File: src/rtl/core/ffc_pkg.sv
// ffc_pkg: shared constants, types and tables for the free-fly camera update block
// used by ffc_ctrl, ffc_dp and free_fly_camera_update; depends on nothing
package ffc_pkg;

  // default parameter values
  localparam int POS_WIDTH_DEF  = 32;
  localparam int ANGLE_FRAC_DEF = 16;
  localparam int VEC_FRAC_DEF   = 14;

  // stream word widths
  localparam int DATA_IN_W  = 64;
  localparam int DATA_OUT_W = 240;

  // configuration port
  localparam int CFG_IDX_W  = 2;
  localparam int CFG_DATA_W = 16;
  localparam logic [CFG_IDX_W-1:0] REG_MOUSE_SENS = 2'd0;
  localparam logic [CFG_IDX_W-1:0] REG_MOVE_SPEED = 2'd1;
  localparam logic [15:0] SENS_RESET  = 16'd6554;
  localparam logic [15:0] SPEED_RESET = 16'd640;

  // sequencing
  localparam int CNT_W         = 5;
  localparam int WRAP_STEPS    = 8;
  localparam int CORDIC_STEPS  = 24;
  localparam int BASIS_STEPS   = 4;
  localparam int MOVE_STEPS    = 6;

  // cordic: angle in degrees with 24 fraction bits, x/y with 30 fraction bits
  localparam int ZW = 34;
  localparam int XW = 33;
  localparam int Z_FRAC = 24;
  localparam logic signed [XW-1:0] CORDIC_INV_GAIN = 33'sd652032874;
  localparam logic signed [ZW-1:0] D90_Q24  = 34'sd1509949440;
  localparam logic signed [ZW-1:0] D180_Q24 = 34'sd3019898880;

  localparam int PITCH_LIMIT_DEG = 89;
  localparam int YAW_RESET_DEG   = 90;

  function automatic logic signed [ZW-1:0] atan_deg(input logic [CNT_W-1:0] i);
    logic signed [ZW-1:0] a;
    case (i)
      5'd0:    a = 34'sd754974720;
      5'd1:    a = 34'sd445687602;
      5'd2:    a = 34'sd235489088;
      5'd3:    a = 34'sd119537938;
      5'd4:    a = 34'sd60000934;
      5'd5:    a = 34'sd30029717;
      5'd6:    a = 34'sd15018523;
      5'd7:    a = 34'sd7509720;
      5'd8:    a = 34'sd3754917;
      5'd9:    a = 34'sd1877466;
      5'd10:   a = 34'sd938734;
      5'd11:   a = 34'sd469367;
      5'd12:   a = 34'sd234684;
      5'd13:   a = 34'sd117342;
      5'd14:   a = 34'sd58671;
      5'd15:   a = 34'sd29335;
      5'd16:   a = 34'sd14668;
      5'd17:   a = 34'sd7334;
      5'd18:   a = 34'sd3667;
      5'd19:   a = 34'sd1833;
      5'd20:   a = 34'sd917;
      5'd21:   a = 34'sd458;
      5'd22:   a = 34'sd229;
      5'd23:   a = 34'sd115;
      default: a = '0;
    endcase
    return a;
  endfunction

  // controller to datapath commands
  typedef struct packed {
    logic             capture;
    logic             load;
    logic             angle;
    logic             wrap;
    logic             setup;
    logic             rotate;
    logic             round;
    logic             basis;
    logic             move;
    logic             out_load;
    logic [CNT_W-1:0] idx;
  } ffc_cmd_t;

  // datapath to controller status
  typedef struct packed {
    logic look;
    logic out_free;
  } ffc_stat_t;

endpackage

File: src/rtl/core/ffc_ctrl.sv
// ffc_ctrl: sequencer for the camera update, issues per-cycle datapath commands
// depends on ffc_pkg
module ffc_ctrl (
  input  logic                clk,
  input  logic                rst,
  input  logic                in_valid,
  output logic                in_ready,
  input  ffc_pkg::ffc_stat_t  stat,
  output ffc_pkg::ffc_cmd_t   cmd
);

  typedef enum logic [3:0] {
    S_IDLE, S_LOAD, S_ANGLE, S_WRAP, S_SETUP, S_ROTATE,
    S_ROUND, S_BASIS, S_MOVE, S_DONE
  } state_t;

  state_t                    state;
  logic [ffc_pkg::CNT_W-1:0] cnt;
  logic                      init;

  always_ff @(posedge clk) begin
    if (rst) begin
      state    <= S_SETUP;
      cnt      <= '0;
      init     <= 1'b1;
      in_ready <= 1'b0;
    end else begin
      case (state)
        S_IDLE: begin
          if (in_valid && in_ready) begin
            state    <= S_LOAD;
            in_ready <= 1'b0;
          end
        end
        S_LOAD: begin
          cnt   <= '0;
          state <= stat.look ? S_ANGLE : S_MOVE;
        end
        S_ANGLE: begin
          cnt   <= '0;
          state <= S_WRAP;
        end
        S_WRAP: begin
          if (cnt == ffc_pkg::CNT_W'(ffc_pkg::WRAP_STEPS - 1)) begin
            state <= S_SETUP;
          end else begin
            cnt <= cnt + 1'b1;
          end
        end
        S_SETUP: begin
          cnt   <= '0;
          state <= S_ROTATE;
        end
        S_ROTATE: begin
          if (cnt == ffc_pkg::CNT_W'(ffc_pkg::CORDIC_STEPS - 1)) begin
            state <= S_ROUND;
          end else begin
            cnt <= cnt + 1'b1;
          end
        end
        S_ROUND: begin
          cnt   <= '0;
          state <= S_BASIS;
        end
        S_BASIS: begin
          if (cnt == ffc_pkg::CNT_W'(ffc_pkg::BASIS_STEPS - 1)) begin
            cnt <= '0;
            if (init) begin
              init     <= 1'b0;
              state    <= S_IDLE;
              in_ready <= 1'b1;
            end else begin
              state <= S_MOVE;
            end
          end else begin
            cnt <= cnt + 1'b1;
          end
        end
        S_MOVE: begin
          if (cnt == ffc_pkg::CNT_W'(ffc_pkg::MOVE_STEPS - 1)) begin
            state <= S_DONE;
          end else begin
            cnt <= cnt + 1'b1;
          end
        end
        S_DONE: begin
          if (stat.out_free) begin
            state    <= S_IDLE;
            in_ready <= 1'b1;
          end
        end
        default: begin
          state    <= S_IDLE;
          in_ready <= 1'b1;
        end
      endcase
    end
  end

  always_comb begin
    cmd          = '0;
    cmd.idx      = cnt;
    cmd.capture  = (state == S_IDLE) && in_valid && in_ready;
    cmd.load     = (state == S_LOAD);
    cmd.angle    = (state == S_ANGLE);
    cmd.wrap     = (state == S_WRAP);
    cmd.setup    = (state == S_SETUP);
    cmd.rotate   = (state == S_ROTATE);
    cmd.round    = (state == S_ROUND);
    cmd.basis    = (state == S_BASIS);
    cmd.move     = (state == S_MOVE);
    cmd.out_load = (state == S_DONE) && stat.out_free;
  end

endmodule

File: config.mk
export PLATFORM = sky130hd
export DESIGN_NAME = ffc_ctrl
export DESIGN_NICKNAME = d
export VERILOG_FILES = /design/src/rtl/core/ffc_pkg.sv /design/src/rtl/core/ffc_ctrl.sv
export SDC_FILE = /design/constraint.sdc
export NUM_CORES = 1
export LEC_CHECK = 0
export ABC_AREA = 1
export BUFFER_PORTS_ARGS = -buffer_cell sky130_fd_sc_hd__buf_2
export CORE_MARGIN = 2
export CORE_UTILIZATION = 40
export DETAILED_ROUTE_END_ITERATION = 16
export PLACE_DENSITY_LB_ADDON = 0.2
export SYNTH_ARGS = -nofsm -noshare
export SYNTH_HDL_FRONTEND = slang
export SYNTH_SLANG_ARGS = --single-unit
File: constraint.sdc
create_clock -name clk -period 1.33 [get_ports clk]
set_input_delay 0.133 -clock clk [delete_from_list [all_inputs] [get_ports clk]]
set_output_delay 0.133 -clock clk [all_outputs]
set_load 0.02 [all_outputs]
# Word level (Yosys, flattened, before mapping)
# Index checks and enable logic that the tools add are counted.
# op_classes
div_mod_pow	0
add_sub_neg	1
muxes	19
multipliers	0
order_cmp	0
bitwise_logic	1
reduce_logical	12
eq_ne	23
n_shift	0
# ops
cell	count
case mux 4 bit (10 select lines)	1
2-to-1 mux 4 bit	8
case mux 5 bit (5 select lines)	1
2-to-1 mux 5 bit	4
== test 4 x 3 -> 1 bit (second input constant)	4
!= test 2 bit (second input constant)	6
== test 5 x 3 -> 1 bit (second input constant)	2
== test 4 x 2 -> 1 bit (second input constant)	2
== test 4 bit (second input constant)	2
!= test 2 x 1 -> 1 bit (second input constant)	4
OR reduction 7 bit	1
AND reduction 6 bit	1
adder 5 x 1 -> 5 bit (second input constant)	1
== test 5 x 2 -> 1 bit (second input constant)	1
== test 5 bit (second input constant)	1
AND reduction 5 bit	1
nonzero test 5 bit	1
== test 4 x 1 -> 1 bit (second input constant)	1
logical AND 1 bit	4
logical NOT 4 bit	1
2-to-1 mux 1 bit	4
case mux 1 bit (4 select lines)	1
AND reduction 4 bit	1
OR reduction 4 bit	1
2 further kinds	2
# word_totals
mem_count	0
elab_cells	60
latchBits	0
ff_bits	11
input_bits	5
rom_bits	0
ramBits	0

# Logic depth before layout (Yosys ltp)
# logic_depth
word_depth	4
mapped_depth	12
ltp_nobuf	12

# Worst setup path after synthesis
# OpenSTA, ideal clock, no wires.
# synth_path
kind	register -> register
from	register cnt[0] (netlist bit)
to	register state[1]
synth_period_minus_slack_ns	1.579
path_stages_with_launch	11
t_arrival_ns	1.465
path_slack_ns	-0.249
setup_time_ns	0.114
cell_sequence	dfxtp_1 -> ha_1 -> nand2_1 -> inv_1 -> nand2_1 -> nand2_1 -> nand2_1 -> nor2_4 -> nand2_4 -> nor2_1 -> nor2_2
# synth_between
elab_chain_len	3
word_cells_on_any_way	9
cone_classes	8 x eq/ne; 1 x reduce/logical
# synth_rtl
item	line_no	rtl
from (decl)	ffc_ctrl.sv:18	logic [ffc_pkg::CNT_W-1:0] cnt;
from (signal assigned)	ffc_ctrl.sv:47	cnt <= cnt + 1'b1;
from (signal assigned)	ffc_ctrl.sv:58	cnt <= cnt + 1'b1;
from (signal assigned)	ffc_ctrl.sv:76	cnt <= cnt + 1'b1;
== test 5 x 3 -> 1 bit, or another cell as far along	ffc_ctrl.sv:44	if (cnt == ffc_pkg::CNT_W'(ffc_pkg::WRAP_STEPS - 1)) begin
!= test 2 x 1 -> 1 bit (no source line)	-	
AND reduction 6 bit (no source line) (*)	-	
to (signal assigned)	ffc_ctrl.sv:37	state <= stat.look ? S_ANGLE : S_MOVE;
to (decl)	ffc_ctrl.sv:17	state_t state;
# Mark *: on every way between the ends. The rest lies on a longest branch, timed or not.
# A chain may end at the register's enable or synchronous reset.

# Worst setup path after layout
# layout_path
from	register cnt[4] (netlist bit)
to	register state[0]
# Same word-level chain as after synthesis.

==> impl_metrics.toml <==
[grt]
grt_pass1_vias = 1082
grt.overflow.total = 0
grt_max_degree = 9
grt_pass1_wl_um = 4840
track_usage_pct = 24.7
antenna_found_initial = 0

[yosys]
yosysWarnings = 0
synth_edf_count = 0
synth_area_um2 = 917
synth.avg_cell_area_um2 = 6.03
ys_seq_area_share_pct = 24.0
ys.flop_type = "dfxtp_1"
yosys.area.top_type = "dfxtp_1"
yosys-top-cells-area = "dfxtp_1 (24%), nand2_1 (18%), nor2_1 (7.8%)"
synth_commonest_cells = "nand2_1 (44), nor2_1 (19), inv_1 (17)"
synthArstFlopShare_pct = 0
synth_top_area_share_pct = 24.0
synth_seq_cells = 11
synth_most_common_cell = "nand2_1"
syn_nets = 159
ys_types = 22
syn_inst = 152

[power]
p_leak_nw = 0.762
p_per_area_nw_per_um2 = 2170
vdd_drop_max_mv = 1.62

[clock_network]
clkTransAtPathRegs_ps = 80
numCtsBuffers = 3
cts_buffer_depth = 2
cts.sinks = 11
clkLatencyLatePin_ps = 270
holdBufCountCts = 0
cts_tree = "done"
htreeDepth = 1
cts_root_buffer = "clkbuf_4"

[worst_setup_path]
endpoint_kind = "flop"
endpoint = "state[0]$_SDFFE_PP0P_"
crit_top_cell = "nand2_4"
worstPathRequired_ps = 1500
crit_start = "cnt[4]$_SDFFE_PP0P_"
max_stage_delay_ps = 380
reg2regPathDepth = 9
rr_startpoint = "cnt[4]$_SDFFE_PP0P_"
critPathTopFamily = "simple AND/OR/NAND/NOR gates"
crit_chain = "inv_1 -> nor2_1 -> nand2_4 -> nand2_4 -> nand2_4 -> nor2_4 -> nand2_4 -> o21ai_2 -> inv_1"
critical_path_peak_fanout = 6
r2r-end = "state[0]$_SDFFE_PP0P_"
reg2reg_slack_ps = -80
crit_cells = 9
cp.arrival_ps = 1580
worst-setup-path-type = "reg -> reg"
critPathLaunchType = "flop"
crit_buf_inv = 2
cp_slowest_cell = "dfxtp_2"

[drt]
ant_nets = 0
highest_layer = "met4"
drc_errors = 0
wl_per_cell_um = 13.8
route.met3.wl_um = 151
first_pass_iters = 4
wl_um = 3140
wl_met2_um = 1610
via_per_inst = 5.10
num_vias = 1162
drtIter0Drc = 16
m1WireLength_um = 1320

[sta]
layout_setup_ws_ps = -76.6
whs_ps = 154
min_period_ps = 1410
hold_violations = 0
finalSetupViolations = 12
fin_crit_sh_pct = 106
rsz0062_at_grt = "yes"
relSlewSlack_pct = 82.7
timing.fmax_mhz = 711
fin_setup_tns_ps = -611
max_slew.worst_pin.slew_ps = 259
slew_violations = 0
skew_ps = 3.64

[die]
rows = 17
start_util_pct = 41.9
die_y_um = 51.9
die_area_um2 = 2690
fp.coreArea_um2 = 2190
die_x_um = 51.9
ioPinCount = 21

[placed_design]
port_buffers = 20
place_inst = 213
hpwl_um = 2040
place_congestion = 0.869
placed_area_um2 = 1190

[cells_and_area]
drive_above_1_share_pct = 55.5
seq_area_um2 = 246
syn2layout_area_growth_pct = 65.9
antenna_cells = 0
nFillCells = 172
instances_no_fill = 228
final_nets = 208
multi_input_area_um2 = 792
fin_area_um2 = 1520

[hold_path]
holdCritPathClass = "in -> reg"
holdPathStages = 2

[run_status]
outcome = "complete, but fails checks"
failed_checks = "setup timing"

[job]
drv_cap = 0
placed cells by master (no fill, tap or decap), types with 4 or more instances in the layout:
cell type  netlist  routed
dfxtp_4          0       6
nor2_2           2       5
buf_4            0      28
buf_6            0       5
a21oi_1          7       6
inv_2            5       4
nor2_1          19      12
nand2_1         44      31
nand3_1         12      11
nand4_1          4       4
nor2_4           5       9
buf_2            0      12
nand2_2          7      10
nand2_4          2      12
inv_1           17      14
cells by family (layout without fill, tap and decap cells):
group,after synthesis,in the layout,share of synthesized area [%]
adder cells (fa/ha/maj),2,2,2.73
buffers and inverters,23,71,9.41
XOR/XNOR,2,2,1.91
AO/OA/AOI/OAI,14,14,8.87
AND/OR/NAND/NOR,100,100,53.1
flip-flops,11,11,24.0
worst min path at each step:
stage,startpoint,endpoint,slack [ps]
2_1_floorplan,stat[1],state[3]$_SDFFE_PP0P_,330
3_3_place_gp,rst,cnt[1]$_SDFFE_PP0P_,430
3_5_place_dp,rst,cnt[2]$_SDFFE_PP0P_,440
4_1_cts,rst,cnt[2]$_SDFFE_PP0P_,140
5_1_grt,rst,cnt[3]$_SDFFE_PP0P_,150
6_report,rst,cnt[2]$_SDFFE_PP0P_,150
per-layer routing:
metal | global-route usage (%) | vias to the layer above
met5 | 0 | -
met4 | 10.1 | 0
met3 | 4.31 | 6
met2 | 40.5 | 29
met1 | 31.9 | 552
li1 | - | 575
registers in the layout (all words and copies together), names as in the netlist:
signal,cells
init,1
state,4
cnt,5
in_ready,1
layout make-up:
type | instances | area share [%]
repair buffers | 45 | 21.5
multi-input cells | 118 | 52.1
inverters | 22 | 6.25
flip-flops and latches | 11 | 16.2
clock buffers | 4 | 1.73
well taps | 28 | 2.30
power by group:
group          internal [mW]  total (mW)  switching [mW]
Combinational           1.01        2.42            1.41
Clock                  0.116       0.243           0.127
Sequential             0.470       0.642           0.172
stage by stage:
step	power, mW	util (%)	setup slack [ps]
3_5_place_dp	2.37	54.5	-71.8
2_1_floorplan	1.77	-	-0.990
3_3_place_gp	2.34	54.5	-27.0
5_1_grt	3.56	69.4	-165
4_1_cts	3.00	64.2	-41.9
6_report	3.31	69.4	-76.6
timing repair:
item                                    CTS  global route
resized for setup                        42            25
endpoints found under the setup margin   18            19
pin swaps                                 6            13
buffers inserted                          7             4
gates cloned                              0             0
worst reg2reg max path: stages (launching register included):
cell	delay [ps]
dfxtp_2	380
inv_1	80
nor2_1	220
nand2_4	90
nand2_4	70
nand2_4	50
nor2_4	130
nand2_4	90
o21ai_2	130
inv_1	60
Note: power is estimated with default switching activity, not from simulation.
